<file path="config.mk">
export PLATFORM = sky130hd
export DESIGN_NAME = rgb_frame_packetizer_flat
export DESIGN_NICKNAME = d
export VERILOG_FILES = /design/src/rfp_pkg.sv /design/src/rfp_ifs.sv /design/src/rfp_count_div.sv /design/src/rfp_front.sv /design/src/rfp_queue.sv /design/src/rfp_back.sv /design/src/rgb_frame_packetizer.sv /design/src/flat_wrapper.sv
export SDC_FILE = /design/constraint.sdc
export NUM_CORES = 1
export LEC_CHECK = 0
export ABC_AREA = 1
export BUFFER_PORTS_ARGS = -buffer_cell sky130_fd_sc_hd__buf_2
export CORE_MARGIN = 3
export CORE_UTILIZATION = 60
export DETAILED_ROUTE_END_ITERATION = 10
export GPL_ROUTABILITY_DRIVEN = 1
export PLACE_DENSITY = 0.74
export SETUP_SLACK_MARGIN = 0.05
export SLEW_MARGIN = 25
export SYNTH_ARGS = -nofsm -noshare
export SYNTH_HDL_FRONTEND = slang
export SYNTH_SLANG_ARGS = --single-unit
</file>
<file path="constraint.sdc">
create_clock -name clk -period 9.9 [get_ports clk]
set_input_delay 2.97 -clock clk [delete_from_list [all_inputs] [get_ports clk]]
set_output_delay 2.97 -clock clk [all_outputs]
set_load 0.01 [all_outputs]
</file>
<file path="src/rfp_pkg.sv">
package rfp_pkg;

    localparam int TOTAL_W              = 12;
    localparam int BYTE_W               = 8;
    localparam int PKT_LEDS_DEF         = 20;
    localparam int PACKET_BYTES_DEF     = 64;
    localparam int HEADER_BYTE_DEF      = 136;
    localparam int QUEUE_DEPTH_DEF      = 4;

    // One LED as the back end needs it: colour plus packet framing marks.
    typedef struct packed {
        logic [BYTE_W-1:0] red;
        logic [BYTE_W-1:0] green;
        logic [BYTE_W-1:0] blue;
        logic              start;
        logic              close;
        logic              frame_end;
        logic [BYTE_W-1:0] pkt_idx;
        logic [BYTE_W-1:0] pkt_count;
    } led_cmd_t;

    typedef struct packed {
        logic              busy;
        logic [BYTE_W-1:0] count;
    } cnt_status_t;

    typedef enum logic [3:0] {
        PH_IDLE,
        PH_HDR,
        PH_CNT,
        PH_IDX,
        PH_RED,
        PH_GRN,
        PH_BLU,
        PH_PAD,
        PH_SUM
    } phase_t;

endpackage

</file>
<file path="src/rfp_ifs.sv">
interface rfp_led_if;
    logic       valid;
    logic       ready;
    logic [7:0] red;
    logic [7:0] green;
    logic [7:0] blue;

    modport source (output valid, red, green, blue, input ready);
    modport sink   (input valid, red, green, blue, output ready);
endinterface

interface rfp_byte_if;
    logic       valid;
    logic       ready;
    logic [7:0] data_byte;
    logic       last_in_packet;
    logic       last_in_frame;

    modport source (output valid, data_byte, last_in_packet, last_in_frame, input ready);
    modport sink   (input valid, data_byte, last_in_packet, last_in_frame, output ready);
endinterface

interface rfp_cfg_if;
    logic        valid;
    logic        ready;
    logic [11:0] total_leds;

    modport source (output valid, total_leds, input ready);
    modport sink   (input valid, total_leds, output ready);
endinterface

</file>
<file path="src/rfp_count_div.sv">
module rfp_count_div
    import rfp_pkg::*;
#(
    parameter int DIVISOR = 1
)
(
    input  logic               clk,
    input  logic               rst_n,
    input  logic               start,
    input  logic [TOTAL_W-1:0] total,
    output cnt_status_t        status
);

    localparam int DVD_W   = TOTAL_W + 1;
    localparam int SHIFT   = DVD_W + $clog2(DIVISOR);
    localparam int MUL_W   = DVD_W + 2;
    localparam int PROD_W  = SHIFT + DVD_W;
    localparam int MUL_INT = ((1 << SHIFT) + DIVISOR - 1) / DIVISOR;
    localparam logic [MUL_W-1:0] MUL_C = MUL_W'(MUL_INT);
    localparam logic [DVD_W-1:0] ROUND = DVD_W'(DIVISOR - 1);

    logic [DVD_W-1:0]  dvd_reg, dvd_next;
    logic [BYTE_W-1:0] count_reg, count_next;
    logic              busy_reg, busy_next;
    logic [PROD_W-1:0] product;

    // ceil(total / DIVISOR): latch total + DIVISOR - 1, then a registered reciprocal
    // multiply in the cycle after, exact for any dividend below 2**DVD_W
    always_comb
    begin
        product    = PROD_W'(dvd_reg) * PROD_W'(MUL_C);
        dvd_next   = dvd_reg;
        count_next = count_reg;
        busy_next  = 1'b0;
        if (start)
        begin
            dvd_next  = DVD_W'(total) + ROUND;
            busy_next = 1'b1;
        end
        else if (busy_reg)
        begin
            count_next = product[SHIFT +: BYTE_W];
        end
    end

    always_ff @(posedge clk or negedge rst_n)
    begin
        if (!rst_n)
        begin
            dvd_reg   <= '0;
            count_reg <= '0;
            busy_reg  <= 1'b0;
        end
        else
        begin
            dvd_reg   <= dvd_next;
            count_reg <= count_next;
            busy_reg  <= busy_next;
        end
    end

    assign status.busy  = busy_reg;
    assign status.count = count_reg;

endmodule

</file>
<file path="src/rfp_front.sv">
module rfp_front
    import rfp_pkg::*;
#(
    parameter int PKT_LEDS     = PKT_LEDS_DEF,
    parameter int PACKET_BYTES = PACKET_BYTES_DEF
)
(
    input  logic               clk,
    input  logic               rst_n,
    rfp_led_if.sink            led,
    input  logic               cfg_wr,
    input  logic [TOTAL_W-1:0] cfg_total,
    input  cnt_status_t        cnt,
    input  logic               q_full,
    output logic               push,
    output led_cmd_t           cmd
);

    localparam int FIT   = (PACKET_BYTES - 4) / 3;
    localparam int EFF   = (PKT_LEDS < FIT) ? PKT_LEDS : ((FIT < 1) ? 1 : FIT);
    localparam int LIP_W = $clog2(EFF + 1);

    logic [TOTAL_W-1:0] total_reg;
    logic [LIP_W-1:0]   lip_reg, lip_next;
    logic [BYTE_W-1:0]  pkt_reg, pkt_next;
    logic [TOTAL_W-1:0] lif_reg, lif_next;

    logic               accept;
    logic [TOTAL_W-1:0] lif_inc;
    logic [LIP_W-1:0]   lip_inc;
    logic               frame_end;
    logic               close;

    assign led.ready = !cnt.busy && !q_full;
    assign accept    = led.valid && led.ready;
    // zero total: beats are taken and dropped
    assign push      = accept && (total_reg != '0);

    always_comb
    begin
        lif_inc   = lif_reg + 1'b1;
        lip_inc   = lip_reg + 1'b1;
        frame_end = (lif_inc >= total_reg);
        close     = frame_end || (lip_inc == LIP_W'(EFF));

        cmd.red       = led.red;
        cmd.green     = led.green;
        cmd.blue      = led.blue;
        cmd.start     = (lip_reg == '0);
        cmd.close     = close;
        cmd.frame_end = frame_end;
        cmd.pkt_idx   = pkt_reg + 1'b1;
        cmd.pkt_count = cnt.count;

        lip_next = lip_reg;
        pkt_next = pkt_reg;
        lif_next = lif_reg;
        if (push)
        begin
            if (close)
            begin
                lip_next = '0;
                if (frame_end)
                begin
                    pkt_next = '0;
                    lif_next = '0;
                end
                else
                begin
                    pkt_next = pkt_reg + 1'b1;
                    lif_next = lif_inc;
                end
            end
            else
            begin
                lip_next = lip_inc;
                lif_next = lif_inc;
            end
        end
    end

    always_ff @(posedge clk or negedge rst_n)
    begin
        if (!rst_n)
        begin
            total_reg <= '0;
            lip_reg   <= '0;
            pkt_reg   <= '0;
            lif_reg   <= '0;
        end
        else if (cfg_wr)
        begin
            total_reg <= cfg_total;
            lip_reg   <= '0;
            pkt_reg   <= '0;
            lif_reg   <= '0;
        end
        else
        begin
            lip_reg <= lip_next;
            pkt_reg <= pkt_next;
            lif_reg <= lif_next;
        end
    end

endmodule

</file>
<file path="src/rfp_queue.sv">
module rfp_queue
    import rfp_pkg::*;
#(
    parameter int DEPTH = QUEUE_DEPTH_DEF
)
(
    input  logic     clk,
    input  logic     rst_n,
    input  logic     push,
    input  led_cmd_t din,
    input  logic     pop,
    output led_cmd_t dout,
    output logic     full,
    output logic     empty
);

    localparam int PTR_W = (DEPTH > 1) ? $clog2(DEPTH) : 1;
    localparam int CNT_W = $clog2(DEPTH + 1);

    led_cmd_t         entries_reg [DEPTH];
    logic [PTR_W-1:0] wr_ptr_reg, wr_ptr_next;
    logic [PTR_W-1:0] rd_ptr_reg, rd_ptr_next;
    logic [CNT_W-1:0] fill_reg, fill_next;

    assign full  = (fill_reg == CNT_W'(DEPTH));
    assign empty = (fill_reg == '0);
    assign dout  = entries_reg[rd_ptr_reg];

    always_comb
    begin
        wr_ptr_next = wr_ptr_reg;
        rd_ptr_next = rd_ptr_reg;
        fill_next   = fill_reg;
        if (push)
        begin
            wr_ptr_next = (wr_ptr_reg == PTR_W'(DEPTH - 1)) ? '0 : wr_ptr_reg + 1'b1;
        end
        if (pop)
        begin
            rd_ptr_next = (rd_ptr_reg == PTR_W'(DEPTH - 1)) ? '0 : rd_ptr_reg + 1'b1;
        end
        if (push && !pop)
        begin
            fill_next = fill_reg + 1'b1;
        end
        else if (pop && !push)
        begin
            fill_next = fill_reg - 1'b1;
        end
    end

    always_ff @(posedge clk)
    begin
        if (push)
        begin
            entries_reg[wr_ptr_reg] <= din;
        end
    end

    always_ff @(posedge clk or negedge rst_n)
    begin
        if (!rst_n)
        begin
            wr_ptr_reg <= '0;
            rd_ptr_reg <= '0;
            fill_reg   <= '0;
        end
        else
        begin
            wr_ptr_reg <= wr_ptr_next;
            rd_ptr_reg <= rd_ptr_next;
            fill_reg   <= fill_next;
        end
    end

endmodule

</file>
<file path="src/rfp_back.sv">
module rfp_back
    import rfp_pkg::*;
#(
    parameter int PACKET_BYTES = PACKET_BYTES_DEF,
    parameter int HEADER_BYTE  = HEADER_BYTE_DEF
)
(
    input  logic      clk,
    input  logic      rst_n,
    input  logic      cfg_wr,
    input  led_cmd_t  cmd,
    input  logic      empty,
    output logic      pop,
    rfp_byte_if.source stream
);

    localparam int POS_W = $clog2(PACKET_BYTES);
    localparam logic [POS_W-1:0]  SUM_POS = POS_W'(PACKET_BYTES - 1);
    localparam logic [BYTE_W-1:0] HDR     = BYTE_W'(HEADER_BYTE);

    phase_t            phase_reg, phase_next;
    logic [POS_W-1:0]  pos_reg, pos_next;
    logic [BYTE_W-1:0] sum_reg, sum_next;
    logic              valid_reg;
    logic [BYTE_W-1:0] data_reg;
    logic              lastp_reg;
    logic              lastf_reg;

    phase_t            cur;
    logic [POS_W-1:0]  pos_inc;
    logic [BYTE_W-1:0] byte_val;
    logic              lastp;
    logic              lastf;
    logic              done;
    logic              advance;

    assign advance = !empty && (!valid_reg || stream.ready);
    assign pop     = advance && done;

    always_comb
    begin
        cur      = (phase_reg == PH_IDLE) ? (cmd.start ? PH_HDR : PH_RED) : phase_reg;
        pos_inc  = pos_reg + 1'b1;
        byte_val = '0;
        lastp    = 1'b0;
        lastf    = 1'b0;
        done     = 1'b0;
        phase_next = phase_reg;
        case (cur)
            PH_HDR:
            begin
                byte_val   = HDR;
                phase_next = PH_CNT;
            end
            PH_CNT:
            begin
                byte_val   = cmd.pkt_count;
                phase_next = PH_IDX;
            end
            PH_IDX:
            begin
                byte_val   = cmd.pkt_idx;
                phase_next = PH_RED;
            end
            PH_RED:
            begin
                byte_val   = cmd.red;
                phase_next = PH_GRN;
            end
            PH_GRN:
            begin
                byte_val   = cmd.green;
                phase_next = PH_BLU;
            end
            PH_BLU:
            begin
                byte_val = cmd.blue;
                if (!cmd.close)
                begin
                    done       = 1'b1;
                    phase_next = PH_IDLE;
                end
                else
                begin
                    phase_next = (pos_inc < SUM_POS) ? PH_PAD : PH_SUM;
                end
            end
            PH_PAD:
            begin
                byte_val   = '0;
                phase_next = (pos_inc < SUM_POS) ? PH_PAD : PH_SUM;
            end
            PH_SUM:
            begin
                byte_val   = sum_reg;
                lastp      = 1'b1;
                lastf      = cmd.frame_end;
                done       = 1'b1;
                phase_next = PH_IDLE;
            end
            default:
            begin
                phase_next = PH_IDLE;
            end
        endcase

        sum_next = (cur == PH_HDR) ? HDR : sum_reg + byte_val;
        pos_next = (cur == PH_SUM) ? '0 : pos_inc;
    end

    always_ff @(posedge clk or negedge rst_n)
    begin
        if (!rst_n)
        begin
            phase_reg <= PH_IDLE;
            pos_reg   <= '0;
            sum_reg   <= '0;
            valid_reg <= 1'b0;
        end
        else if (cfg_wr)
        begin
            phase_reg <= PH_IDLE;
            pos_reg   <= '0;
        end
        else if (advance)
        begin
            phase_reg <= phase_next;
            pos_reg   <= pos_next;
            sum_reg   <= sum_next;
            valid_reg <= 1'b1;
        end
        else if (stream.ready)
        begin
            valid_reg <= 1'b0;
        end
    end

    always_ff @(posedge clk)
    begin
        if (advance)
        begin
            data_reg  <= byte_val;
            lastp_reg <= lastp;
            lastf_reg <= lastf;
        end
    end

    assign stream.valid          = valid_reg;
    assign stream.data_byte      = data_reg;
    assign stream.last_in_packet = lastp_reg;
    assign stream.last_in_frame  = lastf_reg;

endmodule

</file>
<file path="src/rgb_frame_packetizer.sv">
// channel   dir   beat payload
// led       in    red, green, blue (one LED)
// stream    out   data_byte, last_in_packet, last_in_frame (one packet byte)
// cfg       in    total_leds (write, always ready)
//
// Output runs at one byte per cycle while stream is ready and the queue is not empty:
// an LED costs 3 bytes, each packet adds 3 header bytes, zero padding and the checksum
// (64 bytes per full packet). The front takes one LED per cycle into a 4-entry queue
// while no count is forming and it is not full, so input bursts outrun output. After a
// total_leds write, led is held off while a reciprocal multiply forms the packet count.
// rst_n is asynchronous; a stalled stream holds its byte and backs up through the queue.
module rgb_frame_packetizer
    import rfp_pkg::*;
#(
    parameter int PKT_LEDS     = PKT_LEDS_DEF,
    parameter int PACKET_BYTES = PACKET_BYTES_DEF,
    parameter int HEADER_BYTE  = HEADER_BYTE_DEF,
    parameter int QUEUE_DEPTH  = QUEUE_DEPTH_DEF
)
(
    input  logic       clk,
    input  logic       rst_n,
    rfp_led_if.sink    led,
    rfp_byte_if.source stream,
    rfp_cfg_if.sink    cfg
);

    localparam int FIT = (PACKET_BYTES - 4) / 3;
    localparam int EFF = (PKT_LEDS < FIT) ? PKT_LEDS : ((FIT < 1) ? 1 : FIT);

    logic        cfg_wr;
    cnt_status_t cnt;
    led_cmd_t    q_din;
    led_cmd_t    q_dout;
    logic        q_push;
    logic        q_pop;
    logic        q_full;
    logic        q_empty;

    assign cfg.ready = 1'b1;
    assign cfg_wr    = cfg.valid && cfg.ready;

    rfp_count_div #(
        .DIVISOR (EFF)
    ) u_count_div (
        .clk    (clk),
        .rst_n  (rst_n),
        .start  (cfg_wr),
        .total  (cfg.total_leds),
        .status (cnt)
    );

    rfp_front #(
        .PKT_LEDS     (PKT_LEDS),
        .PACKET_BYTES (PACKET_BYTES)
    ) u_front (
        .clk       (clk),
        .rst_n     (rst_n),
        .led       (led),
        .cfg_wr    (cfg_wr),
        .cfg_total (cfg.total_leds),
        .cnt       (cnt),
        .q_full    (q_full),
        .push      (q_push),
        .cmd       (q_din)
    );

    rfp_queue #(
        .DEPTH (QUEUE_DEPTH)
    ) u_queue (
        .clk   (clk),
        .rst_n (rst_n),
        .push  (q_push),
        .din   (q_din),
        .pop   (q_pop),
        .dout  (q_dout),
        .full  (q_full),
        .empty (q_empty)
    );

    rfp_back #(
        .PACKET_BYTES (PACKET_BYTES),
        .HEADER_BYTE  (HEADER_BYTE)
    ) u_back (
        .clk    (clk),
        .rst_n  (rst_n),
        .cfg_wr (cfg_wr),
        .cmd    (q_dout),
        .empty  (q_empty),
        .pop    (q_pop),
        .stream (stream)
    );

`ifndef SYNTHESIS
    a_no_overflow: assert property (@(posedge clk) disable iff (!rst_n)
        q_push |-> !q_full)
        else $error("queue push while full");

    a_no_underflow: assert property (@(posedge clk) disable iff (!rst_n)
        q_pop |-> !q_empty)
        else $error("queue pop while empty");

    a_div_starts: assert property (@(posedge clk) disable iff (!rst_n)
        cfg_wr |=> cnt.busy)
        else $error("packet count not started after write");

    a_frame_end_on_sum: assert property (@(posedge clk) disable iff (!rst_n)
        (q_pop && q_dout.frame_end) |-> q_dout.close)
        else $error("frame end popped without closing its packet");
`endif

endmodule
</file>
<file path="src/flat_wrapper.sv">
// flat-port wrapper written by rule: the top's interface ports become plain ports
module rgb_frame_packetizer_flat import rfp_pkg::*;
#(
    parameter int PKT_LEDS     = PKT_LEDS_DEF,
    parameter int PACKET_BYTES = PACKET_BYTES_DEF,
    parameter int HEADER_BYTE  = HEADER_BYTE_DEF,
    parameter int QUEUE_DEPTH  = QUEUE_DEPTH_DEF
)
  (clk, rst_n, led_valid, led_red, led_green, led_blue, led_ready, stream_valid, stream_data_byte, stream_last_in_packet, stream_last_in_frame, stream_ready, cfg_valid, cfg_total_leds, cfg_ready);
  rfp_led_if led_i ();
  rfp_byte_if stream_i ();
  rfp_cfg_if cfg_i ();
  input  logic clk;
  input  logic rst_n;
  input wire logic [$bits(led_i.valid)-1:0] led_valid;
  input wire logic [$bits(led_i.red)-1:0] led_red;
  input wire logic [$bits(led_i.green)-1:0] led_green;
  input wire logic [$bits(led_i.blue)-1:0] led_blue;
  output wire logic [$bits(led_i.ready)-1:0] led_ready;
  output wire logic [$bits(stream_i.valid)-1:0] stream_valid;
  output wire logic [$bits(stream_i.data_byte)-1:0] stream_data_byte;
  output wire logic [$bits(stream_i.last_in_packet)-1:0] stream_last_in_packet;
  output wire logic [$bits(stream_i.last_in_frame)-1:0] stream_last_in_frame;
  input wire logic [$bits(stream_i.ready)-1:0] stream_ready;
  input wire logic [$bits(cfg_i.valid)-1:0] cfg_valid;
  input wire logic [$bits(cfg_i.total_leds)-1:0] cfg_total_leds;
  output wire logic [$bits(cfg_i.ready)-1:0] cfg_ready;
  assign led_i.valid = led_valid;
  assign led_i.red = led_red;
  assign led_i.green = led_green;
  assign led_i.blue = led_blue;
  assign led_ready = led_i.ready;
  assign stream_valid = stream_i.valid;
  assign stream_data_byte = stream_i.data_byte;
  assign stream_last_in_packet = stream_i.last_in_packet;
  assign stream_last_in_frame = stream_i.last_in_frame;
  assign stream_i.ready = stream_ready;
  assign cfg_i.valid = cfg_valid;
  assign cfg_i.total_leds = cfg_total_leds;
  assign cfg_ready = cfg_i.ready;
  rgb_frame_packetizer #(.PKT_LEDS(PKT_LEDS), .PACKET_BYTES(PACKET_BYTES), .HEADER_BYTE(HEADER_BYTE), .QUEUE_DEPTH(QUEUE_DEPTH)) u_core (.clk(clk), .rst_n(rst_n), .led(led_i), .stream(stream_i), .cfg(cfg_i));
endmodule
</file>
After elaboration in Yosys (flattened, before gate mapping)
Memory sizes are Yosys's and may differ from the RTL's.
Index checks and enable logic that the tools add are counted.
{ "totals": {"ff_bits": 95, "inputBits": 41, "elab_cells": 107, "output_inout_bits": 13, "ram_bits": 172, "mem_count": 1} }
{ "op_classes": {"n_bitwise": 1, "mux": 35, "magnitude_cmp": 2, "reduce_logical": 28, "mul": 1, "addsub": 10, "n_eq_ne": 12} }
{ "mem_list": {"columns": ["memory", "depth", "width", "read_ports", "rd_ports_with_merged_regs", "write_ports", "line", "rtl"], "rows": [
  ["u_core.u_queue.entries_reg", 4, 43, 1, 0, 1, "rfp_queue.sv:20", "led_cmd_t entries_reg [DEPTH];"]
]} }
{ "op_table": {"columns": ["operator", "n"], "rows": [
  ["case mux 8 bit (7 select lines)", 1],
  ["2-to-1 mux 12 bit", 4],
  ["2-to-1 mux 8 bit", 5],
  ["case mux 4 bit (7 select lines)", 1],
  ["multiplier 13 x 12 -> 24 bit (second input constant)", 1],
  ["2-to-1 mux 4 bit", 5],
  ["2-to-1 mux 6 bit", 3],
  ["equality test 4 x 3 -> 1 bit (second input constant)", 4],
  ["2-to-1 mux 5 bit", 3],
  ["adder 12 x 5 -> 13 bit (second input constant)", 1],
  ["adder 12 x 1 -> 12 bit (second input constant)", 1],
  ["greater-or-equal comparator 12 bit", 1],
  ["nonzero test 12 bit", 1],
  ["nonzero test 2 bit", 5],
  ["2-to-1 mux 3 bit", 3],
  ["adder 8 x 1 -> 8 bit (second input constant)", 1],
  ["adder 8 bit", 1],
  ["equality test 4 x 2 -> 1 bit (second input constant)", 2],
  ["AND reduction 2 bit", 4],
  ["logical AND 1 bit", 7],
  ["2-to-1 mux 1 bit", 7],
  ["adder 6 x 1 -> 6 bit (second input constant)", 1],
  ["logical NOT 1 bit", 6],
  ["less-than comparator 6 bit (second input constant)", 1],
  ["16 further kinds", 20]
]} }

Longest topological paths before layout
Gate-level depths: netlist of the first run.
{ "depth": {"word_depth": 9, "depth_mapped": 22, "depth_no_buf": 22} }

By module
Synthesis of the first run repeated with hierarchy kept, for this count alone.
{ "unflattened": {"hier_cells": 1615, "area_unflattened_um2": 15845.2} }
{ "modules_own_cells": {"columns": ["mod", "cells_per_inst", "instances", "seq_area_each_um2", "area_per_inst_um2"], "rows": [
  ["rfp_queue", 554, 1, 5340.1, 7352.1],
  ["rfp_count_div", 501, 1, 550.5, 4051.4],
  ["rfp_front", 354, 1, 925.9, 2588.7],
  ["rfp_back", 204, 1, 775.7, 1841.8],
  ["rgb_frame_packetizer", 2, 1, 0.0, 11.3]
]} }

Worst setup path after synthesis of the first run
No wires, ideal clock.
{ "synth_path": {"kind": "input-to-reg", "from": "in led_valid", "to": "mem u_core.u_queue.entries_reg[0][0] (netlist name) (enable)", "setup_time_ns": 0.444, "slack_ns": 4.525, "n_path_buf": 0, "required_ns": 9.456, "arrival_ns": 4.932, "path_stages": 2, "path_cell_list": "nand3_2 > nor2_1"} }
{ "synth_via": {"elab_chain_cells": 4} }
{ "synth_lines": {"columns": ["item", "line", "rtl"], "rows": [
  ["start, declared", "flat_wrapper.sv:15", "input wire logic [$bits(led_i.valid)-1:0] led_valid;"],
  ["logical AND 1 bit", "rfp_front.sv:35", "assign accept = led.valid && led.ready;"],
  ["logical AND 1 bit", "rfp_front.sv:37", "assign push = accept && (total_reg != '0);"],
  ["2-to-1 mux 1 bit", "rfp_queue.sv:54", "if (push)"],
  ["2-to-1 mux 1 bit (not written as such)", "rfp_queue.sv:56", "entries_reg[wr_ptr_reg] <= din;"],
  ["end, declared", "rfp_queue.sv:20", null]
]} }
Every way passes these cells.

Worst setup path after layout of the first run
{ "layout_path": {"from": "reg u_core.u_count_div.dvd_reg[3]", "to": "reg u_core.u_count_div.count_reg[2]"} }
{ "layout_via": {"elab_chain_cells": 1} }
{ "layout_lines": {"columns": ["item", "line", "rtl"], "rows": [
  ["start, declared", "rfp_count_div.sv:22", "logic [DVD_W-1:0] dvd_reg, dvd_next;"],
  ["start signal, assigned", "rfp_count_div.sv:56", "dvd_reg <= dvd_next;"],
  ["multiplier 13 x 12 -> 24 bit", "rfp_count_div.sv:31", "product = PROD_W'(dvd_reg) * PROD_W'(MUL_C);"],
  ["end signal, assigned", "rfp_count_div.sv:57", "count_reg <= count_next;"],
  ["end, declared", "rfp_count_div.sv:23", "logic [BYTE_W-1:0] count_reg, count_next;"]
]} }
Every way passes these cells.
A chain may end at the register's enable or synchronous reset.

==> results.md, run 1 <==
* I/O Pins at 54
* Routability cong. at a little under 0.9
* Core area at 23,800 µm²
* Sw Pwr at around 2000 µW
* Initial Util at 0.618
* Clock Skew at ~0.027 ns
* Ratio of cells with drive above 1 in the final layout at 0.0825
* Switching part of the total at 0.418
* Largest register FFs at ~170
* Req. time, crit path at between 10 and 15 ns
* Cells after Synth at roughly 1,400
* Setup violations, final at 0
* DRT Pass-1 Iters at 5
* PwrDens at between 200 and 300 nW/µm²
* CP Buf/Inv Count at 6
* Fillers at around 1,800
* Sequential share of power at 0.323
* Die Wd at roughly 160 µm
* Worst-Skew Late Latency at between 0.5 and 0.6 ns
* CTS buffer count at 28
* Die area at roughly 26,000 µm²
* Tmin final at 4.63 ns
* Initial antenna violation count at 0
* Sink Count at 267
* Seq. cell area at around 7600 µm²
* CP Capture Type: register
* Max Root-Sink Buffers at 3
* Worst hold-check path type: register to register
* CTS Root Cell: clkbuf_16
* Port-buffer cells at 52
* Cell Chain, Critical Path: ha_1 > inv_1 > fa_1 > inv_1 > fa_1 > fa_1 > inv_1 > fa_1 > inv_1 > ha_1 > nand2_1 > inv_1 > a21oi_1 > inv_1 > a21oi_1 > nand2_1 > or2_2 > nand3_1 > nand2_1
* First-pass GRT wire length at a little over 50 mm
* Pint at between 2000 and 3000 µW
* Initial DRC count at approximately 820
* Core Util, Final at 0.679
* Slew margin rel. at 0.483
* Worst-margin pin slew at 0.775 ns
* Gate power share at 0.472
* Syn nets at around 1,600
* Leak at between 0.007 and 0.008 µW
* Predominant post-synthesis flop cell: edfxtp_1
* Post-synth EDFFs at between 150 and 200
* Critical-path maximum fanout at 6
* Seq cells post-synth at between 200 and 300
* Unrepaired setup endpoints after global routing: no
* Top sig layer: met4
* Top-area cell type share of the netlist area at 0.372
* Worst setup path category: register to register
* DR vias/cell at around 5.6
* Area of the multi-input gates at ~6200 µm²
* Area Growth Syn to Fin at 9.81%
* Max_cap viols at 0
* CP top delay family: adder cells
* DR WL met3 at between 1 and 1.5 mm
* Clock share of power at 0.206
* Via count at approximately 10,000
* Crit-path max cell delay at 0.54 ns
* Slew Limit Fails at 0
* Vias in the first global route at 10,300
* GRT overflow at 0
* Met2 wire length at around 16 mm
* Status: finished, final reports clean
* Worst vdd ir at ~0.00023 V
* Synth unique cells at 51
* Most frequent cells in the layout: nand2_1 (201), inv_1 (190), edfxtp_1 (182), nor2_1 (157), o21ai_0 (128)
* Hpwl dp at between 20 and 25 mm
* Final ANT Viol Nets at 0
* Syn avg cell area at a little over 10 µm²
* Period utilisation layout at 0.468
* Setup_tns at 0 ns
* Critical Path Source Type: register
* DIE HEIGHT at around 160 µm
* CP arrival at 5.06 ns
* Crit-path most repeated cell: inv_1
* Postcts setup bufs at 0
* GR Util All Layers at 0.244
* Hold Fails Final Rpt at 0
* Asr flop ratio synth at 0.318
* Met1 wire length at 13.5 mm
* Mapped Area at 14,700 µm²
* Layout Nets at 1,696
* Diodes inserted at 0
* Row count at 56
* Clk slew on worst S/H paths at approximately 0.06 ns
* Post-DR wirelength/cell at ~17 µm
* H-tree depth at 1
* Post-CTS Resized at 0
* Largest net degree at the start of global routing at 81
* CTS tree: built
* Largest cells by area after synthesis: edfxtp_1 (37%), dfrtp_1 (14%), ha_1 (10%)
* Commonest non-fill, non-tap cell in the layout: nand2_1
* DR DRC count at 0
* Hold_buf cts at 0
* Ys Warns at 0
* Routed wire length at about 31 mm
* Fmax at 216 MHz
* Sequential area share after synthesis at 0.517
* Slowest-stage cell, CP: fa_1
* Largest area contributor in the netlist: edfxtp_1
==> cell usage after synthesis, types with 7 or more instances <==
library cell	instances
clkbuf_1	19
nand2_1	201
nor2_1	161
xnor2_1	10
edfxtp_1	182
xor2_1	26
ha_1	118
inv_1	190
nand3_1	54
dfrtp_1	85
inv_2	7
nand4_1	24
a21oi_1	59
buf_2	14
o21ai_0	128
o22ai_1	35
fa_1	44
==> cell type report <==
cell class	instances	area share
timing repair buffer	62	0.0209
sequential	267	0.471
multi-input combinational	936	0.384
inverter	198	0.0461
tap	319	0.0247
clock inverter	16	0.00768
clock buffer	36	0.0453
==> cell families (layout without fill, tap and decap cells) <==
| logic type | after synthesis | count (layout) | share of synthesized area |
|---|---|---|---|
| compound gates | 268 | 268 | 0.103 |
| xor+xnor | 36 | 36 | 0.0215 |
| fa+ha+maj | 162 | 162 | 0.160 |
| buf+inv | 236 | 312 | 0.0630 |
| flops | 267 | 267 | 0.517 |
| mux | 1 | 1 | 0.000767 |
| other cells | 1 | 1 | 0.000255 |
| simple gates | 468 | 468 | 0.134 |
==> stage by stage <==
| stage | instance area, µm² | power [µW] | std cells | hold slack [ns] | setup WS, ns |
|---|---|---|---|---|---|
| 4_1_cts | 16100 | 4720 | 1834 | 0.494 | 5.26 |
| 5_1_grt | 16100 | 5120 | 1834 | 0.503 | 4.93 |
| 3_3_place_gp | 15300 | 3670 | 1782 | 0.480 | 4.85 |
| 3_5_place_dp | 15300 | 3740 | 1782 | 0.480 | 4.78 |
| 6_report | 16100 | 4710 | 1834 | 0.493 | 5.27 |
| 2_1_floorplan | 14700 | 3160 | 1439 | 0.463 | 4.52 |
==> path summary, 6_finish.rpt <==
path,depth (start not counted),to,slack (ns),start
max reg2reg,19,u_core.u_count_div.count_reg[2],5.27,u_core.u_count_div.dvd_reg[3]
min in group asynchronous,1,u_core.u_front.total_reg[4],2.33,rst_n
min reg2reg,2,u_core.u_front.pkt_reg[7],0.49,u_core.u_front.pkt_reg[7]
max in group asynchronous,2,u_core.u_queue.rd_ptr_reg[0],6.47,rst_n
max,19,u_core.u_count_div.count_reg[2],5.27,u_core.u_count_div.dvd_reg[3]
min,2,u_core.u_front.pkt_reg[7],0.49,u_core.u_front.pkt_reg[7]
==> routing by layer <==
metal	GRT usage	vias up
met5	0	-
met4	0.0644	0
met3	0.0272	55
met2	0.437	250
met1	0.318	4963
li1	-	5012
==> power by group through the flow <==
stage               Combinational (µW)  Clock [µW]  Sequential [µW]
global placement                  2140           0             1530
finish                            2220         967             1520
global route                      2560        1030             1540
floorplan                         1660           0             1500
CTS                               2230         978             1520
detailed placement                2210           0             1540
==> worst reg2reg max path, delay by kind of cell (launching register included) <==
kind | cells | cell delay, ns
fa+ha+maj | 6 | 2.76
flops | 1 | 0.49
simple gates | 5 | 0.61
compound gates | 2 | 0.32
buf+inv | 6 | 0.35
(Power assumes the default switching activity.)
==> run 2, diff against run 1 <==
ABC_AREA = 0   (was 1)
clock period = 4.7 ns   (was 9.9 ns; I/O delays follow)
==> results.md, run 2 <==
* Period utilisation layout at 1.00
* Req. time, crit path at between 5 and 6 ns
* Most frequent cells in the layout: edfxtp_1 (182), inv_1 (117), ha_1 (109), dfrtp_1 (79), nand2_1 (73)
* Fmax at about 210 MHz
* Diodes inserted at 0
* Setup violations, final at 1
* CP arrival at around 5.1 ns
* Worst-margin pin slew at 0.946 ns
* Status: finished, violations left
* Via count at approximately 9,000
* GR Util All Layers at 0.221
* Syn avg cell area at 12.9 µm²
* DRT Pass-1 Iters at 5
* Asr flop ratio synth at 0.318
* Synth unique cells at between 60 and 70
* Routability cong. at 0.860
* Max Root-Sink Buffers at 3
* Predominant post-synthesis flop cell: edfxtp_1
* Final worst slack at -0.0201 ns
* Initial DRC count at ~530
* Largest register FFs at about 170
* Setup_tns at -0.0201 ns
* Placed cells at 1,496
* Area Growth Syn to Fin at 13.1%
* Top-count cell post-synth: edfxtp_1
* GRT overflow at 0
* Worst vdd ir at roughly 0.00048 V
* Initial Util at 0.614
* Worst setup path category: register to register
* Cells after Synth at around 1,100
* Largest cells by area after synthesis: edfxtp_1 (38%), dfrtp_1 (15%), ha_1 (10%)
* Seq. cell area at 7600 µm²
* Final ANT Viol Nets at 0
* Vias in the first global route at about 9,300
* Ys Warns at 0
* Layout Cells excl Fill at 1,552
* Post-DR wirelength/cell at ~18 µm
* Top-area cell type share of the netlist area at 0.378
* Slew margin rel. at 0.369
* Worst hold-check path type: register to register
* Core area at around 24,000 µm²
* Leak at 0.00685 µW
* CTS Root Cell: clkbuf_16
* Max_cap viols at 0
* Ratio of cells with drive above 1 in the final layout at 0.169
* Top post-synthesis cells by count: edfxtp_1 (182), inv_1 (123), ha_1 (118)
* Slew Limit Fails at 0
* Tmin final at roughly 4.7 ns
* Hold Fails Final Rpt at 0
* DIE HEIGHT at 161 µm
* Sink Count at around 270
* Total power at about 10,000 µW
* Clk slew on worst S/H paths at approximately 0.060 ns
* Clock Skew at approximately 0.029 ns
* Initial antenna violation count at 0
* DR vias/cell at roughly 5.7
* Mapped Area at between 10,000 and 15,000 µm²
* Syn nets at 1,327
* Die area at about 26,000 µm²
* Sequential area share after synthesis at 0.525
* Largest net degree at the start of global routing at 68
* H-tree depth at 1
* CP Capture Type: register
* DR DRC count at 0
* Hold_buf cts at 0
* Port-buffer cells at 52
* Area of the multi-input gates at ~6400 µm²
* Unrepaired setup endpoints after global routing: yes
* Final hold slack at around 0.51 ns
* Worst-Skew Late Latency at about 0.56 ns
* Row count at between 50 and 60
* Commonest non-fill, non-tap cell in the layout: edfxtp_1
* Critical-path maximum fanout at 4
* Layout Nets at about 1,400
* CTS tree: built
* First-pass GRT wire length at 46.5 mm
* PwrDens at roughly 640 nW/µm²
* Core Util, Final at 0.695
* Fillers at 1,682
* Critical Path Source Type: register
* Die Wd at around 160 µm
* Seq cells post-synth at ~270
* Hpwl dp at approximately 19 mm
* CTS buffer count at 28
* I/O Pins at 54
* Routed wire length at around 28 mm
* Failing checks: setup timing
* Largest area contributor in the netlist: edfxtp_1
* Post-synth EDFFs at between 150 and 200
[run 2: cell types whose count changed after synthesis, moves of 29 or more]
cell,delta
nor2_1,-123
o21ai_0,-76
nand3_1,-29
nand2_1,-128
inv_1,-67
mux2i_1,+29
[run 2: worst paths after layout]
check	depth (start not counted)	startpoint	slack [ns]	endpoint
worst max-delay path	17	u_core.u_count_div.dvd_reg[7]	-0.02	u_core.u_count_div.count_reg[5]
worst min-delay path	1	u_core.u_queue.fill_reg[2]	0.51	u_core.u_queue.fill_reg[2]
worst max register to register	17	u_core.u_count_div.dvd_reg[7]	-0.02	u_core.u_count_div.count_reg[5]
worst min register to register	1	u_core.u_queue.fill_reg[2]	0.51	u_core.u_queue.fill_reg[2]
max in group asynchronous	2	rst_n	3.05	u_core.u_front.lif_reg[1]
min in group asynchronous	1	rst_n	0.87	u_core.u_back.pos_reg[5]
[run 2: kinds of logic (layout without fill, tap and decap cells)]
kind of cell    Yosys count  after routing  share of synthesized area
flops                   267            267                      0.525
simple gates            215            215                     0.0734
compound gates          208            208                     0.0965
fa+ha+maj               162            162                      0.163
buf+inv                 161            270                     0.0428
mux                      64             64                     0.0702
xor+xnor                 46             46                     0.0284
other cells               1              1                   0.000259
[run 2: routing by layer]
metal | share of wire | track usage | vias up | wire [µm]
met3 | 0.035 | 0.0280 | 51 | 981
met2 | 0.51 | 0.387 | 174 | 14100
met4 | 0.029 | 0.0669 | 0 | 803
met5 | 0 | 0 | - | 0
met1 | 0.43 | 0.293 | 4410 | 12000
li1 | - | - | 4276 | -
[run 2: area by class of cell]
type / count / area share
sequential: 267 / 0.465
multi-input combinational: 696 / 0.389
clock buffer: 40 / 0.0487
timing repair buffer: 94 / 0.0376
inverter: 124 / 0.0285
tap: 319 / 0.0244
clock inverter: 12 / 0.00704
[run 2: worst max-delay path, stage by stage (launching register included)]
cell     delay, ns
dfrtp_2       0.46
ha_4          0.28
inv_2         0.05
fa_1          0.52
inv_1         0.05
fa_1          0.45
fa_1          0.49
inv_1         0.05
fa_1          0.47
inv_1         0.04
ha_2          0.17
a21o_1        0.17
a21o_1        0.17
a211o_1       0.28
a21o_1        0.18
o221a_2       0.23
or3_1         0.34
a31o_1        0.21
[run 2: metrics by stage]
stage	setup slack, ns	instance area, µm²
after CTS	-0.0172	16300
after global placement	0.0182	15300
final	-0.0201	16400
after floorplan	0.0660	14500
after global routing	-0.156	16400
after detailed placement	-0.0229	15300
[run 2: where the power goes]
group | total, µW | switching [µW] | internal (µW)
clock network | 2140 | 896 | 1240
logic | 5160 | 2700 | 2460
registers | 3150 | 218 | 2930
total | 10500 | 3810 | 6640
[run 2: what timing repair did]
item,in CTS,in global routing
resized for setup,2,12
buffers inserted,0,4
pin swaps,6,7
gates cloned,0,0
setup endpoints to repair,1,6
